`src/rtl/mta_pkg.sv`:
```
// shared constants, codes and control types of the thread accounting unit
package mta_pkg;

   localparam int SLOTS         = 64;
   localparam int SLOT_W        = 6;
   localparam int FRAC_BITS     = 14;
   localparam int ONE           = 1 << FRAC_BITS;
   localparam int MAX_PRIO      = 63;
   localparam int MIN_PRIO      = 0;
   localparam int RC_W          = 32;
   localparam int NICE_W        = 6;
   localparam int PRIO_W        = 6;
   localparam int COUNT_W       = 7;
   localparam int LOAD_W        = 21;
   localparam int COEF_W        = 15;
   localparam int DIV_W         = 36;
   localparam int DVS_W         = 24;
   localparam int ENTRY_W       = RC_W + NICE_W + PRIO_W;
   localparam int RC_X100_W     = 25;
   localparam int LOAD_X100_W   = 13;
   localparam int RC_X100_LIMIT = 13107100;
   localparam int LOAD_X100_LIMIT = 8191;
   localparam int NICE_LOW      = -20;
   localparam int NICE_HIGH     = 20;

   // request function codes
   localparam logic [2:0] FUNC_TICK      = 3'd0;
   localparam logic [2:0] FUNC_REFRESH   = 3'd1;
   localparam logic [2:0] FUNC_SET_NICE  = 3'd2;
   localparam logic [2:0] FUNC_RECOMPUTE = 3'd3;
   localparam logic [2:0] FUNC_CREATE    = 3'd4;
   localparam logic [2:0] FUNC_RETIRE    = 3'd5;
   localparam logic [2:0] FUNC_READ      = 3'd6;
   localparam logic [2:0] FUNC_NONE      = 3'd7;

   // divider operand selects, in refresh order
   localparam logic [1:0] DIV_LOAD59 = 2'd0;
   localparam logic [1:0] DIV_COUNT  = 2'd1;
   localparam logic [1:0] DIV_COEF   = 2'd2;

   typedef struct packed {
      logic       latch;
      logic [2:0] op;
      logic       addr_clr;
      logic       addr_inc;
      logic       div_start;
      logic [1:0] div_sel;
      logic       div_take;
      logic       ram_rd;
      logic       work_load;
      logic       mul_coef;
      logic       rc_upd;
      logic       op_mod;
      logic       prio_wr;
      logic       x100_mul;
      logic       blank;
      logic       emit;
      logic       last;
   } mta_cmd_type;

   typedef struct packed {
      logic div_done;
      logic any_elig;
      logic cur_elig;
      logic more_elig;
   } mta_status_type;

endpackage

```
`src/rtl/mta_ctrl.sv`:
```
// request sequencer for the thread accounting unit
module mta_ctrl (
   input  logic                    clock,
   input  logic                    reset,
   input  logic                    start,
   input  logic [2:0]              req_func,
   output logic                    busy,
   input  mta_pkg::mta_status_type st,
   output mta_pkg::mta_cmd_type    cmd
);
   import mta_pkg::*;

   typedef enum logic [3:0] {
      S_IDLE, S_DIV_GO, S_DIV_WAIT, S_FETCH, S_LOAD, S_MULC, S_RCUPD,
      S_OPMOD, S_PRIO, S_MUL, S_EMIT, S_NEXT
   } state_type;

   state_type  state_ff, state_in;
   logic [2:0] func_ff, func_in;
   logic [1:0] phase_ff, phase_in;
   logic       blank_ff, blank_in;

   // next state and commands
   always_comb begin
      state_in = state_ff;
      func_in  = func_ff;
      phase_in = phase_ff;
      blank_in = blank_ff;
      cmd      = '0;
      cmd.op   = func_ff;
      cmd.div_sel = phase_ff;
      unique case (state_ff)
         S_IDLE: begin
            if (start) begin
               cmd.latch = 1'b1;
               func_in   = req_func;
               blank_in  = 1'b0;
               if (req_func == FUNC_REFRESH) begin
                  phase_in = DIV_LOAD59;
                  state_in = S_DIV_GO;
               end else if (req_func != FUNC_NONE) begin
                  state_in = S_FETCH;
               end
            end
         end
         S_DIV_GO: begin
            cmd.div_start = 1'b1;
            state_in      = S_DIV_WAIT;
         end
         S_DIV_WAIT: begin
            if (st.div_done) begin
               cmd.div_take = 1'b1;
               if (phase_ff == DIV_COEF) begin
                  cmd.addr_clr = 1'b1;
                  if (st.any_elig) begin
                     state_in = S_FETCH;
                  end else begin
                     blank_in = 1'b1;
                     state_in = S_MUL;
                  end
               end else begin
                  phase_in = phase_ff + 2'd1;
                  state_in = S_DIV_GO;
               end
            end
         end
         S_FETCH: begin
            cmd.ram_rd = 1'b1;
            state_in   = S_LOAD;
         end
         S_LOAD: begin
            cmd.work_load = 1'b1;
            if (func_ff == FUNC_REFRESH) begin
               state_in = st.cur_elig ? S_MULC : S_NEXT;
            end else begin
               state_in = S_OPMOD;
            end
         end
         S_MULC: begin
            cmd.mul_coef = 1'b1;
            state_in     = S_RCUPD;
         end
         S_RCUPD: begin
            cmd.rc_upd = 1'b1;
            state_in   = S_PRIO;
         end
         S_OPMOD: begin
            cmd.op_mod = 1'b1;
            state_in   = S_PRIO;
         end
         S_PRIO: begin
            cmd.prio_wr = 1'b1;
            state_in    = (func_ff == FUNC_TICK) ? S_IDLE : S_MUL;
         end
         S_MUL: begin
            cmd.x100_mul = 1'b1;
            cmd.blank    = blank_ff;
            state_in     = S_EMIT;
         end
         S_EMIT: begin
            cmd.emit = 1'b1;
            cmd.last = (func_ff != FUNC_REFRESH) || blank_ff || !st.more_elig;
            state_in = cmd.last ? S_IDLE : S_NEXT;
         end
         S_NEXT: begin
            cmd.addr_inc = 1'b1;
            state_in     = S_FETCH;
         end
         default: state_in = S_IDLE;
      endcase
   end

   // state register
   always_ff @(posedge clock) begin
      if (reset) begin
         state_ff <= S_IDLE;
         func_ff  <= FUNC_NONE;
         phase_ff <= DIV_LOAD59;
         blank_ff <= 1'b0;
      end else begin
         state_ff <= state_in;
         func_ff  <= func_in;
         phase_ff <= phase_in;
         blank_ff <= blank_in;
      end
   end

   assign busy = (state_ff != S_IDLE);
endmodule

```
`config.mk`:
```
export PLATFORM = sky130hd
export DESIGN_NAME = mta_ctrl
export DESIGN_NICKNAME = d
export VERILOG_FILES = /design/src/rtl/mta_pkg.sv /design/src/rtl/mta_ctrl.sv
export SDC_FILE = /design/constraint.sdc
export NUM_CORES = 1
export LEC_CHECK = 0
export BUFFER_PORTS_ARGS = -buffer_cell sky130_fd_sc_hd__buf_2
export CAP_MARGIN = 20
export CORE_MARGIN = 3
export CORE_UTILIZATION = 42
export CTS_BUF_LIST = sky130_fd_sc_hd__clkbuf_4 sky130_fd_sc_hd__clkbuf_8 sky130_fd_sc_hd__clkbuf_16
export DETAILED_ROUTE_END_ITERATION = 16
export GPL_TIMING_DRIVEN = 0
export PLACE_DENSITY_LB_ADDON = 0.08
export SLEW_MARGIN = 40
export SYNTH_ARGS = -nofsm -noshare
export SYNTH_HDL_FRONTEND = slang
export SYNTH_SLANG_ARGS = --single-unit
```
`constraint.sdc`:
```
create_clock -name clock -period 1.3 [get_ports clock]
set_clock_uncertainty 0.1 [all_clocks]
set_input_delay 0.13 -clock clock [delete_from_list [all_inputs] [get_ports clock]]
set_output_delay 0.13 -clock clock [all_outputs]
set_load 0.1 [all_outputs]
```
==> results of run 1 <==
per-stage QoR:
stage               setup WS (ns)  hold slack (ns)  util (%)  area [sq um]  TNS (ns)
floorplan                  -1.001           0.1437         -         945.9    -13.31
global placement          -0.3764           0.2605     69.57          1121    -4.846
detailed placement        -0.4383           0.2668     69.57          1121    -5.618
cells by family after synthesis:
logic type / Yosys count / share of synthesized area (%)
buffers and inverters: 11 / 7.431
and+or+nand+nor: 47 / 40.06
muxes: 3 / 4.200
DFF: 10 / 25.85
adders and majority gates: 1 / 1.615
AOI/OAI and AO/OA: 24 / 20.84
==> impl.org, run 1 <==
** Status
- The run stopped with a tool error.
- The run ended at clock tree synthesis.
- The tool reported: "[ERROR DPL-0038] Utilization greater than 100%, impossible to legalize".

** Synthesis
- Post-synth ARST share :: 0%
- Share of the synthesized area in the top cell type :: 25.85%
- Average size of a mapped cell :: 8.068 sq um
- Post-synthesis cell area :: 774.5 sq um
- Yosys attributes the largest share of cell area to sky130_fd_sc_hd__dfxtp_1, sky130_fd_sc_hd__nor2b_1, sky130_fd_sc_hd__nor2_1.
- The synthesized design spends more area on one cell type than any other, namely sky130_fd_sc_hd__dfxtp_1.
- Most frequently used flop master after synthesis :: sky130_fd_sc_hd__dfxtp_1
- Net count after synthesis :: 107
- Share of the yosys chip area belonging to registers :: 25.85%
- During synthesis, Yosys emitted a total of 0 warnings.
- Post-synthesis cell count :: 96
- List of most frequent post-synthesis cells :: sky130_fd_sc_hd__dfxtp_1, sky130_fd_sc_hd__nor2_1, sky130_fd_sc_hd__nor2b_1
- Yosys instantiated no cell more often than sky130_fd_sc_hd__dfxtp_1.
- Number of flops mapped to enable cells by yosys :: 0
- Synth Register Bits :: 10
- The netlist uses 39 different library cells.

** Floorplanning
- Once the floorplan was initialized, standard cells occupied 48.06% of the core.
- Chip width :: 48.94 um
- During I/O placement, the number of pins put on the boundary was 31.
- In this run the core area contains 14 standard-cell rows.
- The floorplan step set the die height to 48.94 um.

** Place
- IO Port Bufs :: 29
- Total placed cells including tap cells :: 149
- Last weighted congestion value of the routability-driven placer :: 0.8082
- Detailed placement ended at an HPWL of 1685 um.

** Clocking
- The longest clock path from root to sink contains 2 buffers.
- Buffers inserted to repair hold after CTS numbered 2.
- Count of instances resized after the clock tree is built :: 83
- Buffers inserted during post-CTS setup optimization :: 23
- Total clock buffers created by CTS :: 3
- In this run the number of H-tree levels came out at 1.
- The clock net in this run drives a total of 10 sinks.
- Cell chosen for the clock root :: sky130_fd_sc_hd__clkbuf_4
==> inputs of run 2 (changes only) <==
--- a/config.mk
+++ b/config.mk
@@ -7,12 +7,11 @@
 export LEC_CHECK = 0
 export BUFFER_PORTS_ARGS = -buffer_cell sky130_fd_sc_hd__buf_2
 export CAP_MARGIN = 20
-export CORE_MARGIN = 3
-export CORE_UTILIZATION = 42
-export CTS_BUF_LIST = sky130_fd_sc_hd__clkbuf_4 sky130_fd_sc_hd__clkbuf_8 sky130_fd_sc_hd__clkbuf_16
+export CORE_AREA = 3 3 64 66
 export DETAILED_ROUTE_END_ITERATION = 16
+export DIE_AREA = 0 0 67 69
 export GPL_TIMING_DRIVEN = 0
-export PLACE_DENSITY_LB_ADDON = 0.08
+export PLACE_DENSITY_LB_ADDON = 0.15
 export SLEW_MARGIN = 40
 export SYNTH_ARGS = -nofsm -noshare
 export SYNTH_HDL_FRONTEND = slang
==> constraint.sdc (replaced) <==
create_clock -name clock -period 1.7 [get_ports clock]
set_clock_uncertainty 0.1 [all_clocks]
set_input_delay 0.17 -clock clock [delete_from_list [all_inputs] [get_ports clock]]
set_output_delay 0.17 -clock clock [all_outputs]
set_load 0.1 [all_outputs]
==> run 2 against run 1 <==
  * The flow now finishes without violations
  * Area after synthesis unchanged
  * Synthesized cell count unchanged
==> impl.org, run 2 <==
** Clocking
- The clock net in this run drives a total of 10 sinks.
- The clock passes through at most 2 buffers.
- Clock-pin slew on the worst setup and hold paths :: 0.05 ns
- Total clock buffers created by CTS :: 3
- H-tree lvl count :: 1
- TritonCTS built the clock tree.
- Cell chosen for the clock root :: sky130_fd_sc_hd__clkbuf_8
- The clock reaches the later pin of the worst-skew pair after 0.24 ns.

** Cells and area
- Final non-filler cell area :: 0.001495 sq mm
- Max reg flops :: 4
- Leaving out fill and tap cells, the most frequent cell in the layout is sky130_fd_sc_hd__buf_4.
- Fraction of final layout cells with drive strength greater than 1 :: 58.22%
- The largest registers in the layout are state_ff: 4 flops, func_ff: 3 flops, phase_ff: 2 flops.
- The sequential cells in the finished layout cover a total of 217.7 sq um.
- Post-synthesis to final-layout area growth :: 93.05%
- Cells fill 41.15% of the core in the end.
- Counting flops per register, the top entry is state_ff.
- Nets :: 158
- Filler cell count :: 376
- 0 antenna diodes ended up in the layout.
- The library cells used most frequently in the layout, excluding fill and tap cells, are sky130_fd_sc_hd__buf_4, sky130_fd_sc_hd__buf_2, sky130_fd_sc_hd__buf_12.
- In the final layout, the multi-input gates occupy 655.6 sq um.

** Critical path
- Register-to-register setup slack :: 0.11 ns
- For the worst flop-to-flop path, the logic depth is 6.
- The worst register-to-register path begins at state_ff[1]$_SDFFE_PP0P_.
- At the worst endpoint, the required time is 1.43 ns.
- Launch point of the worst path :: state_ff[2]$_SDFFE_PP0P_
- The critical path is of the register to output pin type.
- Endpoint type of the worst setup path :: output pin
- Maximum fanout along the worst path :: 9
- Worst r2r dst :: func_ff[2]$_SDFFE_PP1P_
- Arrival time worst endpoint :: 1.42 ns
- STA classifies the critical path startpoint as a register.

** Synthesis
- The biggest area contributor in the post-synthesis netlist is sky130_fd_sc_hd__dfxtp_1.
- By instance count, the leading cell after synthesis is sky130_fd_sc_hd__dfxtp_1.
- For this run, the leading register cell type out of synthesis is sky130_fd_sc_hd__dfxtp_1.
- Cell types occupying the most area after synthesis :: sky130_fd_sc_hd__dfxtp_1, sky130_fd_sc_hd__nor2b_1, sky130_fd_sc_hd__nor2_1
- Counting every instance in the synthesized netlist gives 96.
- Number of warnings printed during yosys synthesis :: 0
- After synthesis the cells add up to 774.5 sq um.
- List of most frequent post-synthesis cells :: sky130_fd_sc_hd__dfxtp_1, sky130_fd_sc_hd__nor2_1, sky130_fd_sc_hd__nor2b_1
- Synth Register Bits :: 10
- The synthesized design contains 0 enable-type register cells.
- Share of the yosys chip area belonging to registers :: 25.85%
- Summed over its instances, the top area cell type makes up 25.85% of the synthesized netlist area.
- Counting every net in the synthesized netlist gives 107.
- Synthesis instantiated 39 different standard cells from the library.
- Post-synth ARST share :: 0%
- Average size of a mapped cell :: 8.068 sq um

** Timing
- Static timing analysis puts the maximum clock frequency at 591.7 MHz.
- The number of max-slew violations in the final report is 0.
- Headroom to the max-slew limit came out at 63.57%.
- For the final routed database, the setup TNS stands at 0 ns.
- The final count of hold timing violations came to 0.
- The worst path needs 1.690 ns of the cycle, external delays included.
- Total setup violations reported at the end of the flow :: 0
- Setup repair after global routing could not meet its margin everywhere.
- Worst-Margin Slew :: 0.5396 ns
- Dividing the final minimum period by the clock period gives 99.42%.

** Flow run
- Count of maximum capacitance violations :: 0

** Drt
- Antenna violation net count after detailed routing :: 0
- The routed layout has 894 vias.
- Overall routed net length :: 2659 um
- Final routed wire length divided by cell count :: 13.71 um
- In the routed layout, each cell is associated on average with a via count of 4.608.
- The pre-antenna-repair detailed-routing pass consisted of 4 iterations.
- After detailed routing, the number of remaining DRC violations is 0.
- Initial DRC count :: 26

** Global routing
- After global routing, the most crowded layer is met2.
- For met3 alone, demand over resource in global routing was 3.094%.
- The first global-routing pass estimated 4091 um of wire.
- The number of antenna violations at the first check in global routing was 0.
- Total congestion overflow after global routing :: 0
- Met2 Usage GRT :: 17.14%
- Met1 GRT Util :: 16.10%
- In the global route stage, overall resource usage came out at 11.44%.
- Pin count of the biggest net entering global routing :: 11
- The via count of the first global-routing pass was 835.

** Pwr
- Worst voltage drop across the vdd grid :: 1.154 mV
- Power density over cell area :: 1464 mW/mm^2
- Lkg Pwr :: 0.6079 nW

** Floorplanning
- I/O pin cnt :: 31
- The floorplan has 22 rows.
- The floorplan step set the die width to 67 um.
- Measured along the y axis, the die boundary spans 69 um.
- The die covers 0.004623 sq mm.
- Once the floorplan was initialized, standard cells occupied 21.32% of the core.
- Standard cell core area :: 0.003633 sq mm

** Place
- Placed Instance Area :: 0.001130 sq mm
- Summed over all nets, the half-perimeter wirelength after detailed placement is 1901 um.
- Input and output buffers added on the ports amount to 29.
- Last weighted congestion value of the routability-driven placer :: 0.7943

** Min path
- Worst min-delay path class :: input port to register
- Endpoint, Worst Hold :: state_ff[1]$_SDFFE_PP0P_
- Along the worst hold path, the cell count comes to 2.
- The startpoint identified for the worst hold timing path is st[3].

** Status
- Run status :: finished clean
==> run 2: worst max-delay path: stages (launching register included) <==
cell and delay, ns:
sky130_fd_sc_hd__dfxtp_2 0.31, sky130_fd_sc_hd__buf_6 0.14, sky130_fd_sc_hd__and4bb_2 0.33, sky130_fd_sc_hd__a21boi_4 0.21, sky130_fd_sc_hd__buf_12 0.19
==> run 2: timing repair <==
item | CTS | global route
setup buffers | 2 | 14
resized for setup | 41 | 11
endpoints found under the setup margin | 15 | 8
pin swaps | 4 | 4
cloned | 0 | 1
hold buffers | 0 | 0
==> run 2: kinds of logic (layout without fill, tap and decap cells) <==
kind of cell | after synthesis | count (layout) | share of synthesized area (%)
AO/OA/AOI/OAI | 24 | 24 | 20.84
adder cells (fa/ha/maj) | 1 | 1 | 1.615
buffers and inverters | 11 | 61 | 7.431
flip-flops | 10 | 10 | 25.85
multiplexers | 3 | 3 | 4.200
AND/OR/NAND/NOR | 47 | 47 | 40.06
==> run 2: how the worst max path moves through the flow <==
| stage | end | slack (ns) | cells past startpoint |
|---|---|---|---|
| global placement | cmd[6] | -0.14 | 5 |
| floorplan | func_ff[0]$_SDFFE_PP1P_ | -0.60 | 5 |
| CTS | cmd[2] | -0.03 | 5 |
| finish | cmd[0] | 0.01 | 4 |
| detailed placement | cmd[6] | -0.16 | 5 |
| global route | cmd[2] | -0.03 | 5 |
==> run 2: layout make-up <==
class,count,area share [%]
flip-flops and latches,10,14.56
multi-input cells,75,43.85
clock inverters,1,0.2510
inverters,4,1.004
repair buffers,46,26.78
well taps,48,4.017
plain buffers,7,6.778
clock buffers,3,2.762
==> run 2: routing by layer <==
layer	up-vias	share of wire (%)	routed length (um)
li1	451	-	-
met1	415	45	1195
met2	26	48	1288
met3	2	5.8	155
met4	0	0.79	21
met5	-	0	0
==> run 2: stage by stage <==
stage | hold slack, ns | worst slack, ns | power, mW | std cells
2_1_floorplan | 0.1837 | -0.6013 | 1.442 | 96
3_3_place_gp | 0.3031 | -0.1361 | 1.633 | 173
3_5_place_dp | 0.3063 | -0.1565 | 1.641 | 173
4_1_cts | 0.06984 | -0.03304 | 2.036 | 179
5_1_grt | 0.06797 | -0.02702 | 2.296 | 194
6_report | 0.06745 | 0.009937 | 2.189 | 194
==> run 2: power by group <==
part,switching (mW),total [mW],leakage (nW),internal (mW)
Clock,0.0983,0.257,0.0231,0.159
Sequential,0.0595,0.351,0.0857,0.292
Combinational,1.02,1.58,0.499,0.556
Power figures use the tool's default switching activity.
